`config.mk`:
```
export PLATFORM = sky130hd
export DESIGN_NAME = mmd_raster
export DESIGN_NICKNAME = d
export VERILOG_FILES = /design/src/hw/rtl/mmd_pkg.sv /design/src/hw/rtl/mmd_raster.sv
export SDC_FILE = /design/constraint.sdc
export NUM_CORES = 1
export LEC_CHECK = 0
export BUFFER_PORTS_ARGS = -buffer_cell sky130_fd_sc_hd__buf_2
export CORE_MARGIN = 2
export CORE_UTILIZATION = 51
export CTS_CLUSTER_DIAMETER = 50
export DETAILED_ROUTE_END_ITERATION = 12
export GPL_ROUTABILITY_DRIVEN = 0
export MAX_ROUTING_LAYER = met4
export PLACE_DENSITY_LB_ADDON = 0.08
export SLEW_MARGIN = 40
export SYNTH_ARGS = -nofsm -noshare
export SYNTH_HDL_FRONTEND = slang
export SYNTH_SLANG_ARGS = --single-unit
```
`constraint.sdc`:
```
create_clock -name i_clk -period 4 [get_ports i_clk]
set_input_delay 0 -clock i_clk [delete_from_list [all_inputs] [get_ports i_clk]]
set_output_delay 0 -clock i_clk [all_outputs]
set_load 0.005 [all_outputs]
```
`src/hw/rtl/mmd_pkg.sv`:
```
// shared types and constants of the 3x3 mask margin dilation block
// no dependencies; every other file of the block imports this package
package mmd_pkg;

    typedef logic [1:0] t_pix;

    localparam logic REQ_PIXEL = 1'b0;
    localparam logic REQ_FLUSH = 1'b1;

    localparam t_pix PIX_EMPTY  = 2'd0;
    localparam t_pix PIX_MARGIN = 2'd1;

    localparam int IMAGE_WIDTH_W  = 12;
    localparam int IMAGE_HEIGHT_W = 13;
    localparam int CFG_DW         = 13;
    localparam int CFG_IDX_W      = 1;

    localparam logic [CFG_IDX_W-1:0] CFG_IMAGE_WIDTH  = 1'd0;
    localparam logic [CFG_IDX_W-1:0] CFG_IMAGE_HEIGHT = 1'd1;

    localparam logic [IMAGE_WIDTH_W-1:0]  RST_IMAGE_WIDTH  = 12'd2048;
    localparam logic [IMAGE_HEIGHT_W-1:0] RST_IMAGE_HEIGHT = 13'd1;

    localparam int DEF_MAX_WIDTH  = 2048;
    localparam int DEF_MAX_HEIGHT = 4096;

    // control that travels with one window advance from the raster tracker
    typedef struct packed {
        t_pix d;
        logic emit;
        logic last;
        logic ocol_first;
        logic ocol_last;
        logic orow_first;
        logic orow_last;
    } t_adv_ctl;

endpackage

```
`src/hw/rtl/mmd_raster.sv`:
```
// raster position tracker: config registers, input position, issue of window advances
// depends on mmd_pkg
module mmd_raster import mmd_pkg::*; #(
    parameter int MAX_WIDTH  = DEF_MAX_WIDTH,
    parameter int MAX_HEIGHT = DEF_MAX_HEIGHT
) (
    input  logic                 i_clk,
    input  logic                 i_rst_n,
    input  logic                 i_cfg_we,
    input  logic [CFG_IDX_W-1:0] i_cfg_idx,
    input  logic [CFG_DW-1:0]    i_cfg_data,
    input  logic                 i_valid,
    input  logic                 i_req_type,
    input  t_pix                 i_pixel,
    output logic                 o_ready,
    input  logic                 i_s1_take,
    output logic                 o_issue,
    output logic [$clog2(MAX_WIDTH)-1:0] o_col,
    output t_adv_ctl             o_ctl
);

    localparam int CW = $clog2(MAX_WIDTH);
    localparam int WW = $clog2(MAX_WIDTH + 1);
    localparam int HW = $clog2(MAX_HEIGHT + 1);
    localparam int RW = $clog2(MAX_HEIGHT + 2);

    function automatic logic [WW-1:0] sat_width(input logic [IMAGE_WIDTH_W-1:0] v);
        logic [WW-1:0] res;
        if (v == '0) begin
            res = WW'(1);
        end else if (32'(v) > 32'(MAX_WIDTH)) begin
            res = WW'(MAX_WIDTH);
        end else begin
            res = WW'(v);
        end
        return res;
    endfunction

    function automatic logic [HW-1:0] sat_height(input logic [IMAGE_HEIGHT_W-1:0] v);
        logic [HW-1:0] res;
        if (v == '0) begin
            res = HW'(1);
        end else if (32'(v) > 32'(MAX_HEIGHT)) begin
            res = HW'(MAX_HEIGHT);
        end else begin
            res = HW'(v);
        end
        return res;
    endfunction

    logic [WW-1:0] r_width,  n_width;
    logic [HW-1:0] r_height, n_height;
    logic [CW-1:0] r_col,    n_col;
    logic [RW-1:0] r_row,    n_row;
    logic          r_extra,  n_extra;

    logic          accepted;
    logic          in_rows;
    logic          adv;
    logic          col_is0;
    logic          col_last;
    logic          row_is1;
    logic          width_one;
    logic [RW-1:0] h_ext;
    logic [RW-1:0] h_plus1;
    t_adv_ctl      ctl;

    assign o_ready  = i_s1_take && !r_extra;
    assign accepted = i_valid && o_ready;

    assign h_ext     = RW'(r_height);
    assign h_plus1   = h_ext + RW'(1);
    assign in_rows   = r_row < h_ext;
    assign col_is0   = (r_col == '0);
    assign col_last  = (WW'(r_col) == r_width - WW'(1));
    assign row_is1   = (r_row == RW'(1));
    assign width_one = (r_width == WW'(1));

    // pixel items advance only inside the frame, flush items only after its last pixel
    always_comb begin
        if (r_extra) begin
            adv = i_s1_take;
        end else if (i_req_type == REQ_PIXEL) begin
            adv = accepted && in_rows;
        end else begin
            adv = accepted && !in_rows;
        end
    end

    always_comb begin
        ctl.d          = (r_extra || i_req_type == REQ_FLUSH) ? PIX_EMPTY : i_pixel;
        ctl.emit       = (r_row >= RW'(2)) || (row_is1 && !col_is0);
        ctl.last       = (r_row == h_plus1) && col_is0;
        ctl.ocol_first = width_one || (r_col == CW'(1));
        ctl.ocol_last  = width_one || col_is0;
        // the output pixel trails by one row plus one pixel
        ctl.orow_first = col_is0 ? (r_row == RW'(2)) : row_is1;
        ctl.orow_last  = col_is0 ? (r_row >= h_plus1) : (r_row >= h_ext);
    end

    always_comb begin
        n_width  = r_width;
        n_height = r_height;
        n_col    = r_col;
        n_row    = r_row;
        n_extra  = r_extra;
        if (i_cfg_we) begin
            case (i_cfg_idx)
                CFG_IMAGE_WIDTH: begin
                    n_width = sat_width(i_cfg_data[IMAGE_WIDTH_W-1:0]);
                end
                CFG_IMAGE_HEIGHT: begin
                    n_height = sat_height(i_cfg_data[IMAGE_HEIGHT_W-1:0]);
                end
                default: begin
                end
            endcase
            n_col   = '0;
            n_row   = '0;
            n_extra = 1'b0;
        end else if (adv) begin
            if (ctl.emit && ctl.last) begin
                n_col = '0;
                n_row = '0;
            end else if (col_last) begin
                n_col = '0;
                n_row = r_row + RW'(1);
            end else begin
                n_col = r_col + CW'(1);
            end
            // a flush landing one pixel short of the first result needs a second advance
            n_extra = !r_extra && (i_req_type == REQ_FLUSH) && !ctl.emit;
        end
    end

    always_ff @(posedge i_clk) begin
        if (!i_rst_n) begin
            r_width  <= sat_width(RST_IMAGE_WIDTH);
            r_height <= sat_height(RST_IMAGE_HEIGHT);
            r_col    <= '0;
            r_row    <= '0;
            r_extra  <= 1'b0;
        end else begin
            r_width  <= n_width;
            r_height <= n_height;
            r_col    <= n_col;
            r_row    <= n_row;
            r_extra  <= n_extra;
        end
    end

    assign o_issue = adv;
    assign o_col   = r_col;
    assign o_ctl   = ctl;

    a_row_bound: assert property (@(posedge i_clk) disable iff (!i_rst_n)
        r_row <= h_plus1)
        else $error("input row ran past the drain row");

    a_extra_one_row: assert property (@(posedge i_clk) disable iff (!i_rst_n)
        r_extra |-> (r_height == HW'(1)))
        else $error("second flush advance outside a one-row frame");

    a_extra_blocks: assert property (@(posedge i_clk) disable iff (!i_rst_n)
        r_extra |-> !accepted)
        else $error("item accepted during a second flush advance");

endmodule

```
==> reports/qor.tcl <==
set qor(run_status) {completed}
set qor(number_of_global_route_vias_before_repair) 3068
set qor(cellPowerDensity_nw_per_um2) 241.6
set qor(antenna_found_initial) 0
set qor(layout.cells.non_filler) 581
set qor(netlist_top_cells_count) {50 x dfxtp_1, 41 x nor2_1, 35 x ha_1}
set qor(layout_worst_path_cycle_share_pct) 89.27
set qor(cp-end-kind) {flip-flop}
set qor(global_route.overflow_total) 0
set qor(synth_sequential_area_ratio_pct) 27.54
set qor(synth-edff-count) 0
set qor(ir_worst_vdd_mv) 0.1714
set qor(fin_nets) 541
set qor(io-pin-count) 43
set qor(worst_slew_margin_rel_pct) 53.30
set qor(drt_first_iter_violations) 109
set qor(fin_crit_period_ns) 3.571
set qor(max-clock-path-buffers) 2
set qor(finalMaxSlewViolations) 0
set qor(final_design_utilization_pct) 58.86
set qor(synth.distinct_cells) 49
set qor(drc) 0
set qor(post-layout-total-power_mw) 0.9716
set qor(cap_viol_max_count) 0
set qor(final_layout_size_suffix_gt1_share_pct) 11.75
set qor(ctsHtreeMaxLevel) 2
set qor(p_comb_share_pct) 15.8
set qor(async_set_reset_flop_share_out_of_synthesis_pct) 0
set qor(hpwl_um) 6851
set qor(firstDrtPassIters) 4
set qor(timing.final.setup_violations) 0
set qor(worst_case_clock_skew_ns) 0.008419
set qor(chipHeight_um) 88.42
set qor(final_layout_fill_cell_count) 668
set qor(yosysMostFrequentCell) {dfxtp_1}
set qor(crit_family) {simple AND/OR/NAND/NOR gates}
set qor(worst-setup-path-type) {flip-flop to flip-flop}
set qor(hold_class) {primary input to flip-flop}
set qor(max_slew.worst_pin.slew_ns) 0.6981
set qor(post-synth-top-area-cell) {dfxtp_1}
set qor(die_width_um) 88.42
set qor(cp_data_arrival_time_ns) 3.81
set qor(cts.repair_timing.setup_buffer_count) 0
set qor(clock_sink_count) 50
set qor(core-area_um2) 6832
set qor(placement.setup.worst_slack_ns) 0.5035
set qor(initial_cell_density_of_the_core_pct) 53.21
set qor(cp_slowest_stage_delay_ns) 0.45
set qor(postLayoutCellArea_um2) 4021
set qor(timing.critical_path.slowest_stage_cell) {or4_1}
set qor(syn_nets) 505
set qor(worstSkewPairLatency_ns) 0.30
set qor(static-leakage-power_nw) 1.669
set qor(crit_chain) {ha_1 > and3_1 > nand2_1 > nor2_1 > nand3_1 > xnor2_1 > ha_1 > nand4_1 > nor4_1 > nor2b_1 > nand2_1 > o41ai_4 > nand2_1 > or4_1 > a21oi_1}
set qor(drt-wirelength-per-cell_um) 15.06
set qor(die_area_um2) 7818
set qor(synth.top_cell.area_share_pct) 27.54
set qor(areaGrowthSynthToFinish_pct) 10.64
set qor(rsz_0062_raised_after_global_routing) {false}
set qor(dpl-instance-area_um2) 3910
set qor(final.setup.worst_slack_ns) 0.4292
set qor(worstPathBufferInverterCount) 0
set qor(cp_data_required_time_ns) 4.24
set qor(setup-tns-final_ns) 0
set qor(clockPowerShare_pct) 30.8
set qor(row_count) 30
set qor(grt_pass1_wl_um) 14480
set qor(netlist_top_cells_area) {dfxtp_1 28%, ha_1 12%, xnor2_1 6.7%}
set qor(fin_worst_hold_slack_ns) 0.008538
set qor(power.sequential.fraction_pct) 53.5
set qor(numCtsBuffers) 5
set qor(netlist_area_um2) 3635
set qor(detailroute.via_count) 3309
set qor(drt-vias-per-instance) 5.695
set qor(clock_tree.root_cell) {clkbuf_8}
set qor(tritoncts) {done}
set qor(clk_pin_slew_ns) 0.09
set qor(grt_start_max_net_pins) 28
set qor(yosys_warnings) 0
set qor(yosys_register_bits) 50
set qor(power_switching_mw) 0.2588
set qor(dominantRegCellSynth) {dfxtp_1}
set qor(groute.usage.overall_pct) 24.23
set qor(start_kind) {flip-flop}
set qor(swShare_pct) 26.64
set qor(cts_resized) 0
set qor(worst-path-max-fanout) 13
set qor(power.internal_mw) 0.7128
set qor(finalWirelength_um) 8751
set qor(hold_violations) 0
set qor(antenna_left) 0
set qor(num_antenna_cells) 0
set qor(worst_path_most_repeated_cell) {nand2_1}
set qor(numPlacedInstances) 571
set qor(port_buffers) 42
set qor(postSynthAreaPerCell_um2) 8.113
set qor(clock.fmax_ghz) 0.2800
set qor(count_of_mapped_cells_out_of_synthesis) 448
## power groups by stage
stage	clock (mW)	combinational [mW]	sequential, mW
after floorplan	0	0.106	0.526
after global placement	0	0.150	0.530
final	0.299	0.153	0.519
after CTS	0.308	0.153	0.519
after detailed placement	0	0.151	0.531
after global routing	0.329	0.173	0.521
## metal layers
metal / share of wire (%) / vias up / global-route usage, %
met3: 5.7 / 23 / 4.571
met2: 42 / 99 / 35.27
met1: 49 / 1527 / 33.18
met4: 3.1 / 0 / 9.366
met5: 0 / - / -
li1: - / 1660 / -
## registers in the layout (all words and copies together), names as in the netlist
signal / count
r_width: 12
r_row: 13
o_col: 11
r_extra: 1
h_ext: 13
## cells by family after synthesis
| group | share of synthesized area [%] |
|---|---|
| buffers and inverters | 4.819 |
| flip-flops | 27.54 |
| XOR/XNOR | 12.05 |
| multiplexers | 1.102 |
| AO/OA/AOI/OAI | 13.63 |
| adder cells (fa/ha/maj) | 12.05 |
| AND/OR/NAND/NOR | 28.81 |
## final timing paths
check                                   start         end  slack, ns  depth (start not counted)
worst max-delay path                 h_ext[0]    r_row[1]       0.43                         15
worst min-delay path            i_cfg_data[4]  r_width[4]      0.009                          3
worst max register to register       h_ext[0]    r_row[1]       0.43                         15
worst min register to register      h_ext[12]   h_ext[12]       0.53                          2
## tightest hold or removal path, stage by stage
cell and delay [ns]:
buf_2 0.11, a22oi_1 0.06, nor2b_1 0.10
## cell usage in the layout (no fill, tap or decap), drive strengths merged, types with 2 or more instances in the layout
cell         count
a2111oi          2
a211o            2
a211oi           2
a21boi           5
a21o             4
a21oi           19
a221oi           2
a22oi           17
and3            12
buf             44
clkbuf           7
dfxtp           50
dlygate4sd3      2
ha              35
inv             28
mux2i            4
nand2           29
nand2b           3
nand3           29
nand3b           5
nand4           16
nor2            41
nor2b           23
nor3            10
nor3b            8
nor4             9
o21ai            6
o22ai            2
o41ai            2
or3              2
or4              2
xnor2           28
xor2            22
## cell type report
class	count	area (um^2)	area share, %
sequential	50	1001	24.89
clock buffer	7	86.33	2.147
timing repair buffer	46	245.2	6.098
clock inverter	1	5.005	0.1245
multi-input combinational	353	2459	61.14
tap	96	120.1	2.987
inverter	28	105.1	2.614
## timing repair
action	CTS	global route
endpoints found under the setup margin	0	0
endpoints found under the hold margin	2	0
hold buffers	2	0
No activity file was read; power rests on OpenSTA's default activity.
