### src/hw/rtl/mmd_pkg.sv
// shared types and constants of the 3x3 mask margin dilation block
// no dependencies; every other file of the block imports this package
package mmd_pkg;

    typedef logic [1:0] t_pix;

    localparam logic REQ_PIXEL = 1'b0;
    localparam logic REQ_FLUSH = 1'b1;

    localparam t_pix PIX_EMPTY  = 2'd0;
    localparam t_pix PIX_MARGIN = 2'd1;

    localparam int IMAGE_WIDTH_W  = 12;
    localparam int IMAGE_HEIGHT_W = 13;
    localparam int CFG_DW         = 13;
    localparam int CFG_IDX_W      = 1;

    localparam logic [CFG_IDX_W-1:0] CFG_IMAGE_WIDTH  = 1'd0;
    localparam logic [CFG_IDX_W-1:0] CFG_IMAGE_HEIGHT = 1'd1;

    localparam logic [IMAGE_WIDTH_W-1:0]  RST_IMAGE_WIDTH  = 12'd2048;
    localparam logic [IMAGE_HEIGHT_W-1:0] RST_IMAGE_HEIGHT = 13'd1;

    localparam int DEF_MAX_WIDTH  = 2048;
    localparam int DEF_MAX_HEIGHT = 4096;

    // control that travels with one window advance from the raster tracker
    typedef struct packed {
        t_pix d;
        logic emit;
        logic last;
        logic ocol_first;
        logic ocol_last;
        logic orow_first;
        logic orow_last;
    } t_adv_ctl;

endpackage

### src/hw/rtl/mmd_window.sv
// advance stage, 3x3 window registers, dilation and result register
// depends on mmd_pkg; drives the line store writes
module mmd_window import mmd_pkg::*; #(
    parameter int MAX_WIDTH = DEF_MAX_WIDTH
) (
    input  logic                         i_clk,
    input  logic                         i_rst_n,
    input  logic                         i_issue,
    input  logic [$clog2(MAX_WIDTH)-1:0] i_issue_col,
    input  t_adv_ctl                     i_issue_ctl,
    output logic                         o_s1_take,
    input  t_pix                         i_rd_upper,
    input  t_pix                         i_rd_middle,
    output logic                         o_wr_en,
    output logic [$clog2(MAX_WIDTH)-1:0] o_wr_addr,
    output t_pix                         o_wr_upper,
    output t_pix                         o_wr_middle,
    output logic                         o_out_valid,
    input  logic                         i_out_ready,
    output t_pix                         o_pixel_out,
    output logic                         o_frame_last
);

    localparam int CW = $clog2(MAX_WIDTH);

    logic            r_s1_valid, n_s1_valid;
    logic [CW-1:0]   r_s1_col;
    t_adv_ctl        r_s1_ctl;
    logic [2:0][1:0] r_w1;
    logic [2:0][1:0] r_w2;
    logic            r_out_valid, n_out_valid;
    t_pix            r_pixel_out;
    logic            r_frame_last;

    logic            s1_go;
    logic [2:0][1:0] col2;
    logic [2:0][1:0] lcol;
    logic [2:0][1:0] rcol;
    logic [1:0]      top_row;
    logic [1:0]      bot_row;
    logic            any_set;
    t_pix            result;

    // a record that yields no result never waits on the result register
    assign s1_go     = r_s1_valid && (!r_s1_ctl.emit || !r_out_valid || i_out_ready);
    assign o_s1_take = !r_s1_valid || s1_go;

    // new column: upper row, middle row, incoming pixel; index 0 is the top
    assign col2 = {r_s1_ctl.d, i_rd_middle, i_rd_upper};

    // centre sits in r_w2; clamped neighbours fall back on the centre column or row
    always_comb begin
        top_row = r_s1_ctl.orow_first ? 2'd1 : 2'd0;
        bot_row = r_s1_ctl.orow_last  ? 2'd1 : 2'd2;
        lcol    = r_s1_ctl.ocol_first ? r_w2 : r_w1;
        rcol    = r_s1_ctl.ocol_last  ? r_w2 : col2;
        any_set = |{lcol[top_row], r_w2[top_row], rcol[top_row],
                    lcol[1], rcol[1],
                    lcol[bot_row], r_w2[bot_row], rcol[bot_row]};
        if (r_w2[1] != PIX_EMPTY) begin
            result = r_w2[1];
        end else begin
            result = any_set ? PIX_MARGIN : PIX_EMPTY;
        end
    end

    always_comb begin
        n_s1_valid = r_s1_valid;
        if (i_issue) begin
            n_s1_valid = 1'b1;
        end else if (s1_go) begin
            n_s1_valid = 1'b0;
        end
        n_out_valid = r_out_valid;
        if (s1_go && r_s1_ctl.emit) begin
            n_out_valid = 1'b1;
        end else if (i_out_ready) begin
            n_out_valid = 1'b0;
        end
    end

    always_ff @(posedge i_clk) begin
        if (!i_rst_n) begin
            r_s1_valid  <= 1'b0;
            r_out_valid <= 1'b0;
        end else begin
            r_s1_valid  <= n_s1_valid;
            r_out_valid <= n_out_valid;
        end
    end

    always_ff @(posedge i_clk) begin
        if (i_issue) begin
            r_s1_col <= i_issue_col;
            r_s1_ctl <= i_issue_ctl;
        end
        if (s1_go) begin
            r_w1 <= r_w2;
            r_w2 <= col2;
        end
        if (s1_go && r_s1_ctl.emit) begin
            r_pixel_out  <= result;
            r_frame_last <= r_s1_ctl.last;
        end
    end

    // the upper store takes the old middle row, the middle store the new pixel
    assign o_wr_en     = s1_go;
    assign o_wr_addr   = r_s1_col;
    assign o_wr_upper  = i_rd_middle;
    assign o_wr_middle = r_s1_ctl.d;

    assign o_out_valid  = r_out_valid;
    assign o_pixel_out  = r_pixel_out;
    assign o_frame_last = r_frame_last;

    a_issue_room: assert property (@(posedge i_clk) disable iff (!i_rst_n)
        i_issue |-> o_s1_take)
        else $error("advance issued while the stage is held");

    a_emit_holds: assert property (@(posedge i_clk) disable iff (!i_rst_n)
        (r_s1_valid && r_s1_ctl.emit && r_out_valid && !i_out_ready)
        |=> (r_s1_valid && $stable(r_s1_col) && $stable(r_w2)))
        else $error("pending result record lost while output stalled");

endmodule

### config.mk
export PLATFORM = sky130hd
export DESIGN_NAME = mmd_window
export DESIGN_NICKNAME = d
export VERILOG_FILES = /design/src/hw/rtl/mmd_pkg.sv /design/src/hw/rtl/mmd_window.sv
export SDC_FILE = /design/constraint.sdc
export NUM_CORES = 1
export LEC_CHECK = 0
export BUFFER_PORTS_ARGS = -buffer_cell sky130_fd_sc_hd__buf_4
export CORE_ASPECT_RATIO = 1.1
export CORE_MARGIN = 4
export CORE_UTILIZATION = 35
export CTS_BUF_LIST = sky130_fd_sc_hd__clkbuf_8 sky130_fd_sc_hd__clkbuf_16
export DETAILED_ROUTE_END_ITERATION = 6
export GPL_TIMING_DRIVEN = 0
export REMOVE_ABC_BUFFERS = 1
export SLEW_MARGIN = 20
export SYNTH_ARGS = -nofsm -noshare
export SYNTH_HDL_FRONTEND = slang
export SYNTH_SLANG_ARGS = --single-unit
### constraint.sdc
create_clock -name i_clk -period 1.9 [get_ports i_clk]
set_input_delay 0.285 -clock i_clk [delete_from_list [all_inputs] [get_ports i_clk]]
set_output_delay 0.285 -clock i_clk [all_outputs]
set_load 0.005 [all_outputs]
==> results.cfg, run 1 <==
[synth]
leading_cell_types_by_count_after_synthesis = edfxtp_1 (34), nor2_1 (9), buf_4 (4)
ys_types = 17
synth.most_common_cell = edfxtp_1
synth_enable_flop_cells = 34
post_synth.cell_area_avg_um2 = 18.6
ys_seq_area_share_pct = 86.4
post_synth_inst_count = 66
synthesis.area_um2 = 1230
synth_top_cell_by_area = edfxtp_1
top_cell_type_s_share_of_synthesized_area_pct = 83.1
netlist_top_cells_area = edfxtp_1 (83%), dfxtp_1 (3.3%), nor2_1 (2.7%)
async_flop_share_pct = 0
synth-main-ff-cell = edfxtp_1
ys_warn_count = 0
ys_seq_elements = 36

[global_routing]
gr-total-overflow = 0
grt_antenna_before_repair = 0
grt_max_degree = 21
first_global_vias = 730
global_route.usage.total_pct = 10.5
grt_pass1_wl_mm = 3.48

[power]
ir_drop_mv = 0.501
leakagePower_nw = 0.686
power.density_nw_per_um2 = 1020
total_power_w = 0.00179

[die]
std_cell_rows = 22
initial_utilization_pct = 36.6
io-pin-count = 48
design.die.area_um2 = 4520
die_w_um = 64.5
core_area_um2 = 3360
chipHeight_um = 70.1

[setup_path]
setup.worst_path.start = r_s1_ctl[5]
timing_worst_setup_path_type = register to output pin
timing.critical_path.required_ps = 1620
cp-end-kind = output pin
path_max_fanout = 7
crit_path_top_delay_cell = edfxtp_1
cp_top_family = flip-flops
largest_stage_delay_on_the_critical_path_ps = 440
cp_num_cells = 3
worst_ep_arrival_time_ps = 1450
r2r.worst_path.cells = 2
crit_path_cell_trace = a21boi_2 -> buf_4 -> buf_4
cp_common_cell = buf_4
worstPathBufferInverterCount = 2
timing.rr.start = r_s1_ctl[5]
startpoint_type = register

[worst_hold_path]
min-delay-path-class = input pin to register
worstHoldPathCells = 1
timing.hold.worst.start = i_issue_col[10]

[layout]
layout-area-overhead-vs-synth_pct = 42.1
fillCellCount = 307
drive_gt1_share_pct = 49.6
post-route-util_pct = 52.0
antennaDiodeCount = 0
final_cell_area_um2 = 1750
fin_nets = 143

[clock_network]
clock_tree.htree_level_count = 2
cts_tree = done
ctsRootBufferMaster = clkbuf_8
cts_inserted_buffers = 5
clockBufferDepth = 2
insertion_delay_ps = 280
clkTransAtPathRegs_ps = 70
cts_setup_buffers = 0
number_of_sinks_driven_by_the_clock_tree = 36

[flow_run]
cap_violations = 0

[sta]
min_period_ps = 1740
final_clock_period_utilization_by_the_worst_path_pct = 91.6
maxClockFrequency_mhz = 575
worst_slew_pin_slew_ps = 386
finalSetupViolCount = 0
final-hold-violation-count = 0
slew_headroom_pct = 74.1
unrepaired_setup_endpoints_after_global_routing = false
timing_max_transition_violations_final = 0
fin_worst_skew_ps = 4.93

[route]
routed_wire_length_mm = 2.13
drtPass1Iterations = 2
drt.antenna.violating_nets = 0
detailedRoute.firstIterationViolations = 29
detailroute.via_count = 729
route.detailed.wl_per_inst_um = 12.9
drc = 0
vias_per_cell = 4.42

[placed_design]
dpl_cell_area_um2 = 1620
post-dp-hpwl_mm = 1.61
buffer_ports.inserted = 47
gp_routability_congestion = 0.617

[run_status]
status = complete, no violations
[registers in the layout, summed over array words and instances, names as in the netlist]
register	flops
r_w2	6
o_out_valid	1
o_pixel_out	2
r_w1	6
r_s1_valid	1
o_wr_middle	2
r_s1_ctl	6
o_wr_addr	11
o_frame_last	1
[layout make-up]
class,count,area (um^2),share of cell area [%]
Clock buffer,7,96.3,5.52
Clock inverter,1,30.0,1.72
Inverter,1,3.75,0.215
Multi-Input combinational cell,24,134,7.67
Sequential cell,36,1060,60.8
Tap cell,48,60.1,3.44
Timing Repair Buffer,48,360,20.6
[worst register-to-register path: stages, from the launching register on]
cell      delay (ps)
edfxtp_1         440
a21boi_2         380
buf_4            240
[power by group]
group	internal [W]	switching [W]	total (W)	leakage [nW]
logic	0.0000770	0.0000455	0.000123	0.279
registers	0.000923	0.0000209	0.000944	0.342
clock network	0.000463	0.000256	0.000719	0.0645
[kinds of logic (layout without fill, tap and decap cells)]
logic type / Yosys count / after routing / synth area share (%)
compound gates: 9 / 9 / 4.68
buf+inv: 6 / 57 / 3.05
flops: 36 / 36 / 86.4
simple gates: 15 / 15 / 5.91
[cell usage in the layout, fill, tap and decap left out]
| master | n |
|---|---|
| a21boi_0 | 1 |
| a21boi_2 | 1 |
| a21oi_1 | 3 |
| buf_4 | 48 |
| bufinv_16 | 1 |
| clkbuf_8 | 7 |
| dfxtp_1 | 2 |
| edfxtp_1 | 34 |
| inv_1 | 1 |
| nand2_1 | 1 |
| nand3_1 | 1 |
| nor2_1 | 9 |
| nor2b_1 | 1 |
| nor2b_4 | 1 |
| nor3_1 | 2 |
| o21ai_1 | 1 |
| o21bai_1 | 1 |
| o221ai_1 | 1 |
| o22ai_1 | 1 |
[routing by layer]
metal	vias up	part of all wire [%]	GRT usage, %
li1	342	-	-
met1	340	40	12.2
met2	41	45	14.4
met3	6	13	7.56
met4	0	1.9	4.93
met5	-	0	0
[worst paths after layout]
path,slack [ps],to
worst min register to register,420,o_frame_last
worst max register to register,560,r_w1[1]
worst max-delay path,160,o_wr_en
worst min-delay path,180,o_wr_addr[10]
[per-stage QoR]
| stage | TNS, ps | worst slack (ps) | hold WS [ps] | instances |
|---|---|---|---|---|
| global route | 0 | 21.6 | 155 | 165 |
| finish | 0 | 160 | 177 | 165 |
| floorplan | 0 | 10.8 | 384 | 61 |
| CTS | 0 | 139 | 167 | 165 |
| detailed placement | 0 | 247 | 407 | 157 |
| global placement | -3560 | -419 | 402 | 156 |
[what timing repair did]
action | CTS | global route
endpoints found under the setup margin | 1 | 0
hold buffers | 0 | 0
endpoints found under the hold margin | 0 | 0
gates resized for setup | 1 | 0
Note: power is estimated with default switching activity, not from simulation.
==> run 2: changes to the inputs <==
Settings changed: CORE_UTILIZATION 35 to 42, CTS_BUF_LIST sky130_fd_sc_hd__clkbuf_8 sky130_fd_sc_hd__clkbuf_16 to default, GPL_TIMING_DRIVEN 0 to default, PLACE_DENSITY from default to 0.73.
==> run 2 against run 1 <==
  * Non-clock buffer count unchanged
  * Flip-flop and latch count unchanged
  * Register-to-register slack better by 220 ps
  * Wire length down 3.2%
  * Sequential share of layout area up 3.3 points
  * Clock power down 43%
  * Total power down 17%
  * Fmax up 11%
  * Core utilization up 7.6 points
  * Largest power group unchanged
  * Highest routed layer unchanged
==> results.cfg, run 2 (same netlist as run 1, synthesis figures left out) <==
[layout]
final_cell_mix = buf_4 (48), edfxtp_1 (34), nor2_1 (9)
antennaDiodeCount = 0
drive_gt1_share_pct = 47.0
layout_commonest_cell = buf_4
fin_nets = 143
largest_reg_flops = 11
layout-area-overhead-vs-synth_pct = 34.7

[die]
die_w_um = 59.6
design.die.area_um2 = 3860
io-pin-count = 48
initial_utilization_pct = 44.2
chipHeight_um = 64.7
std_cell_rows = 20
core_area_um2 = 2780

[sta]
final_clock_period_utilization_by_the_worst_path_pct = 82.2
fin_worst_skew_ps = 9.30
slew_headroom_pct = 82.9
maxClockFrequency_mhz = 640
timing.hold.ws_ps = 118
unrepaired_setup_endpoints_after_global_routing = false
min_period_ps = 1560
worst_slew_pin_slew_ps = 255
final-hold-violation-count = 0
finalSetupViolCount = 0
timing_max_transition_violations_final = 0
setup_tns_ps = 0

[global_routing]
grt_antenna_before_repair = 0
gr-total-overflow = 0
grt_max_degree = 21
global_route.usage.total_pct = 12.8
grt_pass1_wl_mm = 3.52
first_global_vias = 796

[route]
routed_wire_length_mm = 2.06
detailroute.via_count = 726
routed-wl-met3_um = 329
drt.antenna.violating_nets = 0
drc = 0
maxUsedRoutingLayer = met4
route.detailed.wl_per_inst_um = 13.7
detailedRoute.firstIterationViolations = 13
routed-wl-met2_um = 896
vias_per_cell = 4.84
wl_met1_um = 785
drtPass1Iterations = 4

[setup_path]
r2r_slack_ps = 780
path_max_fanout = 13
timing.critical_path.required_ps = 1620
timing_worst_setup_path_type = register to output pin
startpoint_type = register
worst_ep_arrival_time_ps = 1280
cp-end-kind = output pin

[clock_network]
clockBufferDepth = 2
insertion_delay_ps = 330
ctsRootBufferMaster = clkbuf_4
postCtsHoldBufs = 0
cts_setup_buffers = 0
cts_tree = done
clock_tree.htree_level_count = 2
cts_inserted_buffers = 5
number_of_sinks_driven_by_the_clock_tree = 36
cts_repair_resize_count = 0
clkTransAtPathRegs_ps = 110

[worst_hold_path]
min-delay-path-class = input pin to register

[power]
power.density_nw_per_um2 = 892
leakagePower_nw = 0.654
ir_drop_mv = 0.634

[run_status]
status = complete, no violations

[placed_design]
gp_routability_congestion = 0.654
post-dp-hpwl_mm = 1.58
buffer_ports.inserted = 47

[flow_run]
cap_violations = 0
-- run 2: cell types whose count changed in the layout (fill, tap and decap cells not counted) --
cell	before	now
bufinv_16	1	0
a21boi_1	0	1
clkbuf_8	7	1
clkinv_1	0	1
a21boi_2	1	0
clkbuf_4	0	5
clkbuf_1	0	1
-- run 2: cell type report --
cell class,instances,area [um^2]
inverters,1,3.75
clock buffers,7,55.1
multi-input cells,24,130
well taps,33,41.3
repair buffers,48,360
clock inverters,1,3.75
flip-flops and latches,36,1060
fillers,225,1120
-- run 2: layer usage --
metal	global-route usage [%]	up-vias
met1	15.4	329
met2	17.8	46
met4	6.65	0
met5	0	-
li1	-	345
met3	7.77	6
-- run 2: stage by stage --
step,instance area [um^2],setup WS [ps],cells,power [W],utilization (%)
2_1_floorplan,1190,10.8,61,0.000981,-
3_3_place_gp,1600,680,142,0.00108,57.5
3_5_place_dp,1600,664,142,0.00109,57.5
4_1_cts,1660,312,150,0.00149,59.6
5_1_grt,1660,228,150,0.00155,59.6
6_report,1660,338,150,0.00148,59.6
-- run 2: where the power goes --
part	switching (W)	leakage, nW	total, W	internal, W
clock	0.000235	0.0329	0.000412	0.000177
sequential	0.0000199	0.342	0.000942	0.000922
combinational	0.0000453	0.279	0.000122	0.0000768
-- run 2: critical path, stage by stage, from the launching register on --
cell	delay, ps
edfxtp_1	440
a21boi_1	140
buf_4	220
buf_4	140
-- run 2: worst paths after layout --
check,to,cells after the start,start
worst max-delay path,o_wr_en,3,r_s1_ctl[5]
worst min-delay path,o_wr_addr[4],1,i_issue_col[4]
worst max register to register,o_pixel_out[0],4,r_w1[4]
worst min register to register,o_frame_last,0,r_s1_ctl[4]
==> run 3: changes to the inputs <==
Settings changed: ABC_AREA from default to 1.
Clock period 1.9 ns to 1.4 ns, I/O delays scaled along.
==> run 3 against run 2 <==
  * Combinational power increased by 52%
  * Area after synthesis grew 1.8%
  * Hold slack got worse by 72 ps
  * Synthesized cell count rose by 14%
  * Die area grew 1.6%
  * Sequential power rose by 36%
==> results.cfg, run 3 <==
[power]
power.switching_fraction_pct = 20.3
pwr-share-clk_pct = 24.9
leakagePower_nw = 0.719
share_comb_of_total_power_pct = 9.5
net-switching-power_w = 0.000395
ir_drop_mv = 0.805
register_share_of_total_power_pct = 65.6
power.density_nw_per_um2 = 1150
power.internal_w = 0.00155

[synth]
synth-main-ff-cell = edfxtp_1
post_synth.cell_area_avg_um2 = 16.7
synth.most_common_cell = edfxtp_1
synth_compound_area_share_pct = 4.20
netlist_top_cells_area = edfxtp_1 (82%), inv_1 (3.3%), dfxtp_1 (3.2%)
ys_seq_area_share_pct = 84.8
synthesis.area_um2 = 1250
async_flop_share_pct = 0
synth_top_cell_by_area = edfxtp_1
synth_top_family_by_area = buffers and inverters
ys_types = 13
yosys-mux-area-fraction_pct = 0
synthAdderAreaFrac_pct = 0
top_cell_type_s_share_of_synthesized_area_pct = 81.6
post_synth_inst_count = 75
ys_warn_count = 0
synthSimpleGateAreaFrac_pct = 5.00
leading_cell_types_by_count_after_synthesis = edfxtp_1 (34), inv_1 (11), nand2_1 (8)
synth_enable_flop_cells = 34
synth_xor_xnor_area_share_pct = 0
ys_seq_elements = 36

[setup_path]
timing.critical_path.required_ps = 1190
path_max_fanout = 2
crit-reg2reg-capture = o_pixel_out[0]
r2r.worst_path.cells = 6
worst_ep_arrival_time_ps = 1160
startpoint_type = register
timing.rr.start = o_wr_middle[0]
cp-end-kind = output pin
timing_worst_setup_path_type = register to output pin
r2r_slack_ps = 160

[global_routing]
grt_pass1_wl_mm = 3.38
grt_antenna_before_repair = 0
gr-total-overflow = 0
global_route.usage.total_pct = 12.6
first_global_vias = 782
grt_max_degree = 21

[layout]
post-route-util_pct = 60.5
layout_commonest_cell = buf_4
fin_nets = 154
final_cell_mix = buf_4 (48), edfxtp_1 (34), inv_1 (11)
final_cell_area_um2 = 1700
layout-area-overhead-vs-synth_pct = 35.5
antennaDiodeCount = 0
largest_reg_flops = 11
drive_gt1_share_pct = 44.1

[clock_network]
postCtsHoldBufs = 0
ctsRootBufferMaster = clkbuf_4
insertion_delay_ps = 330
clockBufferDepth = 2
cts_inserted_buffers = 5
cts_tree = done
number_of_sinks_driven_by_the_clock_tree = 36
clock_tree.htree_level_count = 2
clkTransAtPathRegs_ps = 90

[worst_hold_path]
min-delay-path-class = input pin to register
min_delay_worst_endpoint = r_s1_ctl[3]
worstHoldPathCells = 1
timing.hold.worst.start = i_issue_ctl[3]

[die]
chipHeight_um = 65.2
core_area_um2 = 2800
die_w_um = 60.0
std_cell_rows = 20
initial_utilization_pct = 44.6
io-pin-count = 48
design.die.area_um2 = 3920

[route]
detailedRoute.firstIterationViolations = 26
drt.antenna.violating_nets = 0
drtPass1Iterations = 3
routed_wire_length_mm = 2.16
detailroute.via_count = 740
route.detailed.wl_per_inst_um = 13.5
vias_per_cell = 4.63
drc = 0

[sta]
worst_slew_pin_slew_ps = 247
final-hold-violation-count = 0
postLayoutSetupSlackWorst_ps = 25.9
unrepaired_setup_endpoints_after_global_routing = true
fin_worst_skew_ps = 4.28
final_clock_period_utilization_by_the_worst_path_pct = 98.2
maxClockFrequency_mhz = 728
setup_tns_ps = 0
min_period_ps = 1370
timing_max_transition_violations_final = 0
slew_headroom_pct = 83.5
finalSetupViolCount = 0

[placed_design]
buffer_ports.inserted = 47
detailedPlace.worstSlack_ps = 176
post-dp-hpwl_mm = 1.61
dpl_cell_area_um2 = 1620
gp_routability_congestion = 0.730

[run_status]
status = complete, no violations

[flow_run]
cap_violations = 0
## run 3: logic make-up after synthesis
family | after synthesis
flops | 36
buf+inv | 16
simple gates | 15
compound gates | 8
## run 3: stage by stage
stage	hold WS (ps)	total power, W	cells
CTS	23.5	0.00198	160
global route	19.1	0.00206	160
detailed placement	389	0.00148	151
floorplan	308	0.00133	70
global placement	388	0.00147	151
finish	46.3	0.00195	160
## run 3: area by class of cell
class | instances | area [um^2]
Fill cell | 207 | 1110
Sequential cell | 36 | 1060
Timing Repair Buffer | 50 | 383
Multi-Input combinational cell | 23 | 124
Clock buffer | 7 | 45.0
Inverter | 11 | 41.3
Tap cell | 33 | 41.3
## run 3: worst max-delay path by stage
| stage | startpoint | to | slack [ps] |
|---|---|---|---|
| 2_1_floorplan | r_s1_ctl[5] | o_frame_last | -130 |
| 3_3_place_gp | r_s1_ctl[5] | o_wr_en | 220 |
| 3_5_place_dp | r_s1_ctl[5] | o_wr_en | 180 |
| 4_1_cts | r_s1_ctl[5] | o_wr_en | 4 |
| 5_1_grt | r_s1_ctl[5] | o_s1_take | -30 |
| 6_report | r_s1_ctl[5] | o_s1_take | 30 |
## run 3: what timing repair did
| item | CTS | global route |
|---|---|---|
| endpoints found under the setup margin | 1 | 1 |
| pin swaps | 1 | 0 |
| resized for setup | 2 | 1 |
| setup buffers | 2 | 0 |
## run 3: worst max-delay path: stages, from the launching register on
cell and delay [ps]:
edfxtp_1 450, buf_4 160, nand4_1 100, buf_4 120
## run 3: per-layer routing
metal,track usage [%],part of all wire (%),up-vias
li1,-,-,362
met1,11.5,33,336
met2,20.1,52,37
met3,6.68,13,5
met4,9.97,2.5,0
met5,0,0,-
## run 3: power by group through the flow
stage	clock, W	sequential (W)	combinational (W)
2_1_floorplan	0	0.00130	0.0000330
3_3_place_gp	0	0.00130	0.000172
3_5_place_dp	0	0.00130	0.000176
4_1_cts	0.000513	0.00128	0.000186
5_1_grt	0.000569	0.00128	0.000203
6_report	0.000485	0.00128	0.000185
